**src/sv/spc_pkg.sv**
```systemverilog
package spc_pkg;

  // per-flow flag store, slot index is the low bits of flow_slot (power of two depth)
  localparam int unsigned FlowSlots = 1024;
  localparam int unsigned SlotW     = $clog2(FlowSlots);

  // configuration port
  localparam int unsigned CfgIdxW  = 2;
  localparam int unsigned CfgDataW = 8;
  localparam logic [CfgIdxW-1:0] CfgUdpWait   = 2'd0;
  localparam logic [CfgIdxW-1:0] CfgStunWait  = 2'd1;
  localparam logic [CfgIdxW-1:0] CfgVoiceWait = 2'd2;
  localparam logic [CfgDataW-1:0] UdpWaitRst   = 8'd20;
  localparam logic [CfgDataW-1:0] StunWaitRst  = 8'd40;
  localparam logic [CfgDataW-1:0] VoiceWaitRst = 8'd10;

  // payload window used by the signature match
  localparam int unsigned WinBytes = 13;
  localparam int unsigned LitBytes = 9;
  typedef logic [8*WinBytes-1:0] win_t;
  typedef logic [8*LitBytes-1:0] lit_t;

  localparam logic [15:0] TurnHdrLen   = 16'd4;
  localparam logic [15:0] MinSipLen    = 16'd14;
  localparam logic [15:0] VoiceMinLen  = 16'd30;
  localparam logic [15:0] VoiceLenAdj  = 16'd20;
  localparam logic [7:0]  VoiceMarker  = 8'h90;

  typedef enum logic [1:0] {
    VerdictFound   = 2'd0,
    VerdictWait    = 2'd1,
    VerdictExclude = 2'd2
  } verdict_e;

  // literal is right-justified: its first character sits in the top used byte
  function automatic logic lit_eq(input win_t w, input lit_t lit, input int unsigned n);
    logic eq;
    eq = 1'b1;
    for (int unsigned i = 0; i < LitBytes; i++) begin
      if (i < n) begin
        if (w[8*i +: 8] != lit[8*(n-1-i) +: 8]) begin
          eq = 1'b0;
        end
      end
    end
    return eq;
  endfunction

  function automatic logic method_hit(input win_t w, input lit_t up, input lit_t lo,
                                      input int unsigned n);
    win_t tail;
    logic word;
    tail = w >> (8*n);
    word = lit_eq(w, up, n) || lit_eq(w, lo, n);
    return word && (lit_eq(tail, lit_t'("SIP:"), 4) || lit_eq(tail, lit_t'("sip:"), 4));
  endfunction

  function automatic logic sip_hit(input win_t w);
    logic hit;
    hit = method_hit(w, lit_t'("NOTIFY "), lit_t'("notify "), 7)
       || method_hit(w, lit_t'("REGISTER "), lit_t'("register "), 9)
       || method_hit(w, lit_t'("INVITE "), lit_t'("invite "), 7)
       || lit_eq(w, lit_t'("SIP/2.0 "), 8) || lit_eq(w, lit_t'("sip/2.0 "), 8)
       || method_hit(w, lit_t'("BYE "), lit_t'("bye "), 4)
       || method_hit(w, lit_t'("ACK "), lit_t'("ack "), 4)
       || method_hit(w, lit_t'("CANCEL "), lit_t'("cancel "), 7)
       || method_hit(w, lit_t'("OPTIONS "), lit_t'("options "), 8);
    return hit;
  endfunction

endpackage

```
**src/sv/spc_if.sv**
```systemverilog
interface spc_in_if;
  logic        valid;
  logic        ready;
  logic [9:0]  flow_slot;
  logic        flow_start;
  logic [15:0] payload_length;
  logic [63:0] bytes_low;
  logic [63:0] bytes_middle;
  logic [63:0] bytes_high;
  logic        over_udp;
  logic [7:0]  packets_seen;
  logic        flow_is_stun;

  modport source (
    output valid, flow_slot, flow_start, payload_length, bytes_low, bytes_middle,
           bytes_high, over_udp, packets_seen, flow_is_stun,
    input  ready
  );
  modport sink (
    input  valid, flow_slot, flow_start, payload_length, bytes_low, bytes_middle,
           bytes_high, over_udp, packets_seen, flow_is_stun,
    output ready
  );
endinterface

interface spc_out_if;
  logic       valid;
  logic       ready;
  logic [1:0] verdict;
  logic       voice_flag;

  modport source (output valid, verdict, voice_flag, input ready);
  modport sink (input valid, verdict, voice_flag, output ready);
endinterface

```
**src/sv/sip_packet_classifier_unit.sv**
```systemverilog
// channel   | dir | handshake     | payload
// ----------+-----+---------------+------------------------------------------------------
// in_if     | in  | valid/ready   | flow_slot, flow_start, payload_length, bytes_low/
//           |     |               | middle/high, over_udp, packets_seen, flow_is_stun
// out_if    | out | valid/ready   | verdict, voice_flag
// cfg       | in  | cfg_we_i only | cfg_idx_i, cfg_data_i (no read-back)
//
// one item per cycle unless stalled or clearing; two register stages, stage 1 and output
// the flag store is a 1-port-write / 1-port-read ram, read at accept, written back from
// stage 1 as it advances; a one-entry bypass covers an item that follows one of the same flow
// after reset a clearing pass zeroes the flag store, with in ready low while it runs
// a stalled output holds its result; stage 1 then holds too, and in ready drops while it is full
module sip_packet_classifier_unit (
  input  logic                           clk_i,
  input  logic                           rst_ni,
  spc_in_if.sink                         in_if,
  spc_out_if.source                      out_if,
  input  logic                           cfg_we_i,
  input  logic [spc_pkg::CfgIdxW-1:0]    cfg_idx_i,
  input  logic [spc_pkg::CfgDataW-1:0]   cfg_data_i
);

  // configuration registers
  logic [spc_pkg::CfgDataW-1:0] udp_wait_q, stun_wait_q, voice_wait_q;

  always_ff @(posedge clk_i or negedge rst_ni) begin
    if (!rst_ni) begin
      udp_wait_q   <= spc_pkg::UdpWaitRst;
      stun_wait_q  <= spc_pkg::StunWaitRst;
      voice_wait_q <= spc_pkg::VoiceWaitRst;
    end else if (cfg_we_i) begin
      unique case (cfg_idx_i)
        spc_pkg::CfgUdpWait:   udp_wait_q   <= cfg_data_i;
        spc_pkg::CfgStunWait:  stun_wait_q  <= cfg_data_i;
        spc_pkg::CfgVoiceWait: voice_wait_q <= cfg_data_i;
        default: ;  // unknown index, write dropped
      endcase
    end
  end

  // clearing pass over the flag store
  logic                    clr_busy_q, clr_busy_d;
  logic [spc_pkg::SlotW-1:0] clr_cnt_q, clr_cnt_d;

  always_comb begin
    clr_busy_d = clr_busy_q;
    clr_cnt_d  = clr_cnt_q;
    if (clr_busy_q) begin
      clr_cnt_d = clr_cnt_q + 1'b1;
      if (clr_cnt_q == spc_pkg::SlotW'(spc_pkg::FlowSlots - 1)) begin
        clr_busy_d = 1'b0;
      end
    end
  end

  always_ff @(posedge clk_i or negedge rst_ni) begin
    if (!rst_ni) begin
      clr_busy_q <= 1'b1;
      clr_cnt_q  <= '0;
    end else begin
      clr_busy_q <= clr_busy_d;
      clr_cnt_q  <= clr_cnt_d;
    end
  end

  // pipeline control
  logic s1_valid_q, s1_valid_d;
  logic out_valid_q, out_valid_d;
  logic s1_adv, s1_fire, in_fire;

  assign s1_adv      = !out_valid_q || out_if.ready;
  assign s1_fire     = s1_valid_q && s1_adv;
  assign in_if.ready = !clr_busy_q && (!s1_valid_q || s1_adv);
  assign in_fire     = in_if.valid && in_if.ready;

  // stage 0: signature match, waiting rules and voice match, from the item and the configuration alone
  logic [191:0]              pay;
  logic [159:0]              wpay;
  logic [15:0]               turn_len, len_w;
  logic                      turn;
  spc_pkg::win_t             win;
  logic                      found, short_zero, wait_early, voice_hit, voice_set;
  logic [spc_pkg::SlotW-1:0] in_slot;

  always_comb begin
    pay      = {in_if.bytes_high, in_if.bytes_middle, in_if.bytes_low};
    // big-endian length at bytes 2..3
    turn_len = {pay[23:16], pay[31:24]};
    turn     = (in_if.payload_length > spc_pkg::TurnHdrLen)
            && ((in_if.payload_length - spc_pkg::TurnHdrLen) == turn_len);
    len_w    = turn ? (in_if.payload_length - spc_pkg::TurnHdrLen) : in_if.payload_length;
    wpay     = turn ? pay[191:32] : pay[159:0];
    win      = wpay[8*spc_pkg::WinBytes-1:0];

    found      = (len_w >= spc_pkg::MinSipLen) && spc_pkg::sip_hit(win);
    // four zero bytes on their own: keepalive
    short_zero = (len_w == spc_pkg::TurnHdrLen) && (win[31:0] == 32'd0);
    wait_early = (in_if.over_udp && (in_if.packets_seen < udp_wait_q))
              || (in_if.over_udp && in_if.flow_is_stun && (in_if.packets_seen < stun_wait_q))
              || short_zero;
    // rtp-like header: marker byte, length byte, zero ssrc/timestamp area
    voice_hit  = (len_w > spc_pkg::VoiceMinLen) && (win[7:0] == spc_pkg::VoiceMarker)
              && ({8'd0, win[31:24]} == (len_w - spc_pkg::VoiceLenAdj))
              && (win[95:32] == 64'd0);
    voice_set  = voice_hit && !found && !wait_early;
    in_slot    = in_if.flow_slot[spc_pkg::SlotW-1:0];
  end

  // stage 1 registers
  logic [spc_pkg::SlotW-1:0] s1_slot_q;
  logic                      s1_start_q, s1_found_q, s1_wait_q, s1_vset_q, s1_vwait_q;

  always_ff @(posedge clk_i) begin
    if (in_fire) begin
      s1_slot_q  <= in_slot;
      s1_start_q <= in_if.flow_start;
      s1_found_q <= found;
      s1_wait_q  <= wait_early;
      s1_vset_q  <= voice_set;
      s1_vwait_q <= in_if.packets_seen < voice_wait_q;
    end
  end

  // flag store, registered read at accept, write-back from stage 1
  logic                      mem_q [spc_pkg::FlowSlots];
  logic                      rd_q;
  logic                      mem_we, mem_wdata;
  logic [spc_pkg::SlotW-1:0] mem_waddr;
  logic [spc_pkg::SlotW-1:0] wr_slot_q;
  logic                      wr_flag_q;

  always_ff @(posedge clk_i) begin
    if (mem_we) begin
      mem_q[mem_waddr] <= mem_wdata;
    end
    if (in_fire) begin
      rd_q <= mem_q[in_slot];
    end
  end

  // last write; newest value of its slot, covers read-during-write
  always_ff @(posedge clk_i) begin
    if (mem_we) begin
      wr_slot_q <= mem_waddr;
      wr_flag_q <= mem_wdata;
    end
  end

  // stage 1: merge stored flag, decide
  logic              flag_old, flag_new;
  spc_pkg::verdict_e verdict;

  always_comb begin
    flag_old = (wr_slot_q == s1_slot_q) ? wr_flag_q : rd_q;
    flag_new = (!s1_start_q && flag_old) || s1_vset_q;
    priority if (s1_found_q) begin
      verdict = spc_pkg::VerdictFound;
    end else if (s1_wait_q) begin
      verdict = spc_pkg::VerdictWait;
    end else if (flag_new && s1_vwait_q) begin
      verdict = spc_pkg::VerdictWait;
    end else begin
      verdict = spc_pkg::VerdictExclude;
    end
  end

  assign mem_we    = clr_busy_q || s1_fire;
  assign mem_waddr = clr_busy_q ? clr_cnt_q : s1_slot_q;
  assign mem_wdata = clr_busy_q ? 1'b0 : flag_new;

  // output register
  spc_pkg::verdict_e out_verdict_q;
  logic              out_flag_q;

  always_comb begin
    s1_valid_d  = s1_valid_q;
    out_valid_d = out_valid_q;
    if (s1_fire) begin
      s1_valid_d = 1'b0;
    end
    if (in_fire) begin
      s1_valid_d = 1'b1;
    end
    if (out_if.ready) begin
      out_valid_d = 1'b0;
    end
    if (s1_fire) begin
      out_valid_d = 1'b1;
    end
  end

  always_ff @(posedge clk_i or negedge rst_ni) begin
    if (!rst_ni) begin
      s1_valid_q  <= 1'b0;
      out_valid_q <= 1'b0;
    end else begin
      s1_valid_q  <= s1_valid_d;
      out_valid_q <= out_valid_d;
    end
  end

  always_ff @(posedge clk_i) begin
    if (s1_fire) begin
      out_verdict_q <= verdict;
      out_flag_q    <= flag_new;
    end
  end

  assign out_if.valid      = out_valid_q;
  assign out_if.verdict    = out_verdict_q;
  assign out_if.voice_flag = out_flag_q;

endmodule

```
**src/flat_wrapper.sv**
```systemverilog
// flat-port wrapper written by rule: the top's interface ports become plain ports
module sip_packet_classifier_unit_flat 
  (clk_i, rst_ni, cfg_we_i, cfg_idx_i, cfg_data_i, in_if_valid, in_if_flow_slot, in_if_flow_start, in_if_payload_length, in_if_bytes_low, in_if_bytes_middle, in_if_bytes_high, in_if_over_udp, in_if_packets_seen, in_if_flow_is_stun, in_if_ready, out_if_valid, out_if_verdict, out_if_voice_flag, out_if_ready);
  spc_in_if in_if_i ();
  spc_out_if out_if_i ();
  input  logic clk_i;
  input  logic rst_ni;
  input  logic cfg_we_i;
  input  logic [spc_pkg::CfgIdxW-1:0] cfg_idx_i;
  input  logic [spc_pkg::CfgDataW-1:0] cfg_data_i;
  input wire logic [$bits(in_if_i.valid)-1:0] in_if_valid;
  input wire logic [$bits(in_if_i.flow_slot)-1:0] in_if_flow_slot;
  input wire logic [$bits(in_if_i.flow_start)-1:0] in_if_flow_start;
  input wire logic [$bits(in_if_i.payload_length)-1:0] in_if_payload_length;
  input wire logic [$bits(in_if_i.bytes_low)-1:0] in_if_bytes_low;
  input wire logic [$bits(in_if_i.bytes_middle)-1:0] in_if_bytes_middle;
  input wire logic [$bits(in_if_i.bytes_high)-1:0] in_if_bytes_high;
  input wire logic [$bits(in_if_i.over_udp)-1:0] in_if_over_udp;
  input wire logic [$bits(in_if_i.packets_seen)-1:0] in_if_packets_seen;
  input wire logic [$bits(in_if_i.flow_is_stun)-1:0] in_if_flow_is_stun;
  output wire logic [$bits(in_if_i.ready)-1:0] in_if_ready;
  output wire logic [$bits(out_if_i.valid)-1:0] out_if_valid;
  output wire logic [$bits(out_if_i.verdict)-1:0] out_if_verdict;
  output wire logic [$bits(out_if_i.voice_flag)-1:0] out_if_voice_flag;
  input wire logic [$bits(out_if_i.ready)-1:0] out_if_ready;
  assign in_if_i.valid = in_if_valid;
  assign in_if_i.flow_slot = in_if_flow_slot;
  assign in_if_i.flow_start = in_if_flow_start;
  assign in_if_i.payload_length = in_if_payload_length;
  assign in_if_i.bytes_low = in_if_bytes_low;
  assign in_if_i.bytes_middle = in_if_bytes_middle;
  assign in_if_i.bytes_high = in_if_bytes_high;
  assign in_if_i.over_udp = in_if_over_udp;
  assign in_if_i.packets_seen = in_if_packets_seen;
  assign in_if_i.flow_is_stun = in_if_flow_is_stun;
  assign in_if_ready = in_if_i.ready;
  assign out_if_valid = out_if_i.valid;
  assign out_if_verdict = out_if_i.verdict;
  assign out_if_voice_flag = out_if_i.voice_flag;
  assign out_if_i.ready = out_if_ready;
  sip_packet_classifier_unit u_core (.clk_i(clk_i), .rst_ni(rst_ni), .in_if(in_if_i), .out_if(out_if_i), .cfg_we_i(cfg_we_i), .cfg_idx_i(cfg_idx_i), .cfg_data_i(cfg_data_i));
endmodule
```
**config.mk**
```make
export PLATFORM = sky130hd
export DESIGN_NAME = sip_packet_classifier_unit_flat
export DESIGN_NICKNAME = d
export VERILOG_FILES = /design/src/sv/spc_pkg.sv /design/src/sv/spc_if.sv /design/src/sv/sip_packet_classifier_unit.sv /design/src/flat_wrapper.sv
export SDC_FILE = /design/constraint.sdc
export NUM_CORES = 2
export LEC_CHECK = 0
export BUFFER_PORTS_ARGS = -buffer_cell sky130_fd_sc_hd__buf_2
export CELL_PAD_IN_SITES_DETAIL_PLACEMENT = 0
export CELL_PAD_IN_SITES_GLOBAL_PLACEMENT = 1
export CORE_ASPECT_RATIO = 0.6
export CORE_UTILIZATION = 50
export DETAILED_ROUTE_END_ITERATION = 16
export HOLD_SLACK_MARGIN = 0.12
export PLACE_DENSITY = 0.81
export RECOVER_POWER = 25
export SYNTH_ARGS = -nofsm -noshare
export SYNTH_HDL_FRONTEND = slang
export SYNTH_SLANG_ARGS = --single-unit
```
**constraint.sdc**
```tcl
create_clock -name clk_i -period 26.7 [get_ports clk_i]
set_input_delay 2.67 -clock clk_i [delete_from_list [all_inputs] [get_ports clk_i]]
set_output_delay 2.67 -clock clk_i [all_outputs]
set_load 0.02 [all_outputs]
```
==> impl_results.md <==
* DR WL/cell at 27.4 um
* Clk_lat worst skew at 710 ps
* Status: finished, violations left
* Starting Density at 50.7%
* Total track usage at 27.2%
* Post_cts resized at 0
* Fin worst setup slack at 13470 ps
* Critical path's slowest cell: clkbuf_1
* IO Pins at 249
* Cell taking the most area after synthesis: edfxtp_1
* Worst-path clk slew at 60 ps
* Clock Power Share at 38.3%
* Post-route ant nets at 0
* Switching Fraction at 22.9%
* RSZ-0062 raised after global routing: false
* Critical path class: reg -> reg
* Die width at 415 um
* Count of input and output buffers at 192
* Combinational Power Share at 8.1%
* Die Height at 250 um
* Antenna violations before repair at 1
* Pwr Density at 64.3 nW/um^2
* Main synth FF type: edfxtp_1
* Setup Fix Bufs, Post-CTS at 0
* Maximum VDD drop at 0.0512 mV
* Drt first pass iters at 8
* Hold-fix buffer count after cts at 0
* Switch Pwr at 0.000824 W
* Largest net degree at the start of global routing at 276
* Fin crit share at 49.5%
* # setup viols final at 0
* Total vias in the final route at 32516
* FF+latch count, synth at 1091
* Synth area leaders: edfxtp_1 (62%), mux4_2 (15%), nor2_1 (8.2%)
* Detailed Place HPWL at 80.3 mm
* FFs w/ async S/R, synth at 3.39%
* Setup TNS Final at 0 ps
* N_diodes at 0
* F_max at 0.0756 GHz
* Global-route wire length before repair at 206 mm
* Post-synthesis instance total at 3683
* Util after Layout at 55.6%
* Sequential share of power at 53.6%
* Core Area at 101000 sq um
* Register area share after synthesis at 63.8%
* CP Data Required Time at 27030 ps
* CTS tree: yes
* Grt total ovfl at 0
* Critical path startpoint category: flop
* Max Slew Vio Count at 678
* Crit-path cells: xnor2_1 > nand4_1 > nor4_1 > mux2i_1 > o21bai_1 > and2_0 > clkbuf_1 > buf_4 > buf_4
* Synth Cell Area at 51000 sq um
* Top cell by count, worst path: buf_4
* Top cell type's share of synthesized area at 62.0%
* Layout Skew at 25.7 ps
* Cts bufs inserted at 98
* Avg Vias per Cell at 6.33
* Fillers at 8136
* Setup crit end kind: flop
* Power Internal at 0.00278 W
* Worst-case clock buffer depth at 3
* Arrival @ worst endpoint at 13560 ps
* Setup WS pre-CTS at 18610 ps
* 1st-iter DRT viols at 4647
* EDFF count, synth at 1054
* Synthesized Nets at 3953
* Hold path cells at 1
* Die area at 103000 sq um
* DRC viols at 0
* Total Routed Length at 141 mm
* Area Overhead vs Synth at 9.77%
* Crit path time final at 13230 ps
* Total Nets Final at 3991
* Rows at 90
* Leak Pwr at 16.7 nW
* Gpl congestion at 0.974
* Failing checks: max-capacitance violations, max-slew violations
* Sinks on Clock Net at 1091
* Warnings from Yosys at 0
* Worst reg-to-reg path cell count at 9
* Post-synthesis area per instance at 13.9 sq um
* Worst Tran Pin Value at 10200 ps
* Worst Hold Class: reg -> reg
* CTS root buf: clkbuf_16
* H-Tree Depth at 3
* CP peak stage delay at 6970 ps
* Synth unique cells at 73
* Final hold vios at 0
* Vias in the first global route at 30773
* Number of max-cap violations at 10
* Share of cells above drive strength 1 at 20.7%
* Worst Path Max Fanout at 275
* Slew headroom at -580%
[routing by layer]
layer	GRT usage, %	vias to the layer above	wire (um)
li1	-	13787	-
met1	42.2	16674	59700
met2	37.9	1875	59600
met3	8.36	180	19200
met4	4.99	0	2250
met5	0	-	0
[layout by cell type (no fill, tap or decap), drive strengths merged, types with 40 or more instances in the layout]
master and n:
buf 234, clkinv 40, clkbuf 142, nand2 142, a21oi 42, inv 45, nor3 62, nand4 45
mux4 340, nor2 1111, edfxtp 1054, nand3 53
[sequential cells by signal (all words and copies together), names as in the netlist]
signal,flops
u_core.out_if.voice_flag,1
u_core.udp_wait_q,8
u_core.voice_wait_q,8
u_core.out_if.verdict,2
u_core.wr_flag_q,1
u_core.stun_wait_q,8
u_core.rd_q,1
u_core.s1_start_q,1
u_core.clr_cnt_q,10
u_core.s1_valid_q,1
u_core.s1_wait_q,1
u_core.s1_vwait_q,1
u_core.clr_busy_q,1
u_core.wr_slot_q,10
u_core.s1_slot_q,10
u_core.s1_vset_q,1
u_core.mem_q,1024
u_core.s1_found_q,1
u_core.out_if.valid,1
[cell usage after synthesis, types with 5 or more instances]
cell type     n
nor2_1     1111
edfxtp_1   1054
mux4_2      340
clkbuf_1    211
nand2_1     142
buf_1        87
nor3_1       60
nand3_1      53
nand4_1      45
a21oi_1      42
inv_1        39
xnor2_1      39
nor4_1       38
o21ai_0      36
dfrtp_1      30
mux2i_1      29
ha_1         26
mux2_2       23
nor2b_1      22
nand4b_1     21
nand2b_1     18
xor2_1       18
a21o_1       15
and3_1       15
nand3b_1     15
or4_1        14
nor3b_1      13
or3_1        11
nor4b_1      10
buf_2         9
dfstp_2       7
nor4bb_1      7
a31oi_1       6
and2_1        6
buf_6         5
[path summary, 6_finish.rpt]
path	from	endpoint	slack, ps
setup / recovery	u_core.s1_slot_q[7]$_DFFE_PP_	u_core.mem_q[364]$_DFFE_PP_	13470
max in group asynchronous	rst_ni	u_core.clr_cnt_q[4]$_DFFE_PN0P_	23050
setup reg to reg	u_core.s1_slot_q[7]$_DFFE_PP_	u_core.mem_q[364]$_DFFE_PP_	13470
min in group asynchronous	rst_ni	u_core.udp_wait_q[1]$_DFFE_PN0P_	2510
hold reg to reg	u_core.voice_wait_q[2]$_DFFE_PN0P_	u_core.voice_wait_q[2]$_DFFE_PN0P_	500
hold / removal	u_core.voice_wait_q[2]$_DFFE_PN0P_	u_core.voice_wait_q[2]$_DFFE_PN0P_	500
[final cells by class]
class / instances / area, sq um / area share, %
Timing Repair Buffer: 250 / 1390 / 2.47
Tap cell: 1334 / 1670 / 2.98
Multi-Input combinational cell: 2240 / 17200 / 30.7
Clock inverter: 54 / 473 / 0.844
Inverter: 40 / 150 / 0.268
Sequential cell: 1091 / 32600 / 58.2
Clock buffer: 126 / 2580 / 4.60
[stage by stage]
stage / power, W / std cells / area, sq um / hold slack, ps
2_1_floorplan: 0.00219 / 3683 / 51000 / 435
3_3_place_gp: 0.00224 / 4955 / 53000 / 484
3_5_place_dp: 0.00224 / 4955 / 53000 / 493
4_1_cts: 0.00360 / 5135 / 56100 / 505
5_1_grt: 0.00370 / 5135 / 56000 / 516
6_report: 0.00360 / 5135 / 56000 / 504
[cells by family (layout without fill, tap and decap cells)]
kind of cell	after synthesis	after routing	synth area share, %
adder cells (fa/ha/maj)	26	26	0.637
flip-flops	1091	1091	63.8
buffers and inverters	352	470	2.68
AND/OR/NAND/NOR	1624	1624	14.0
XOR/XNOR	57	57	0.978
multiplexers	392	392	16.1
AO/OA/AOI/OAI	141	141	1.81
[worst max-delay path: cells and delay by family (launching register included)]
family	cells	cell delay [ps]
AOI/OAI and AO/OA	1	290
xor gates and xnor gates	1	270
buffers and inverters	3	9430
DFF	1	420
muxes	1	150
and+or+nand+nor	3	1900
[power by group through the flow]
stage	registers (W)	logic (W)	clock network, W
after floorplan	0.00201	0.000176	0
after global placement	0.00196	0.000282	0
after detailed placement	0.00196	0.000285	0
after CTS	0.00192	0.000285	0.00140
after global routing	0.00193	0.000311	0.00146
final	0.00193	0.000292	0.00138
Power figures use the tool's default switching activity.
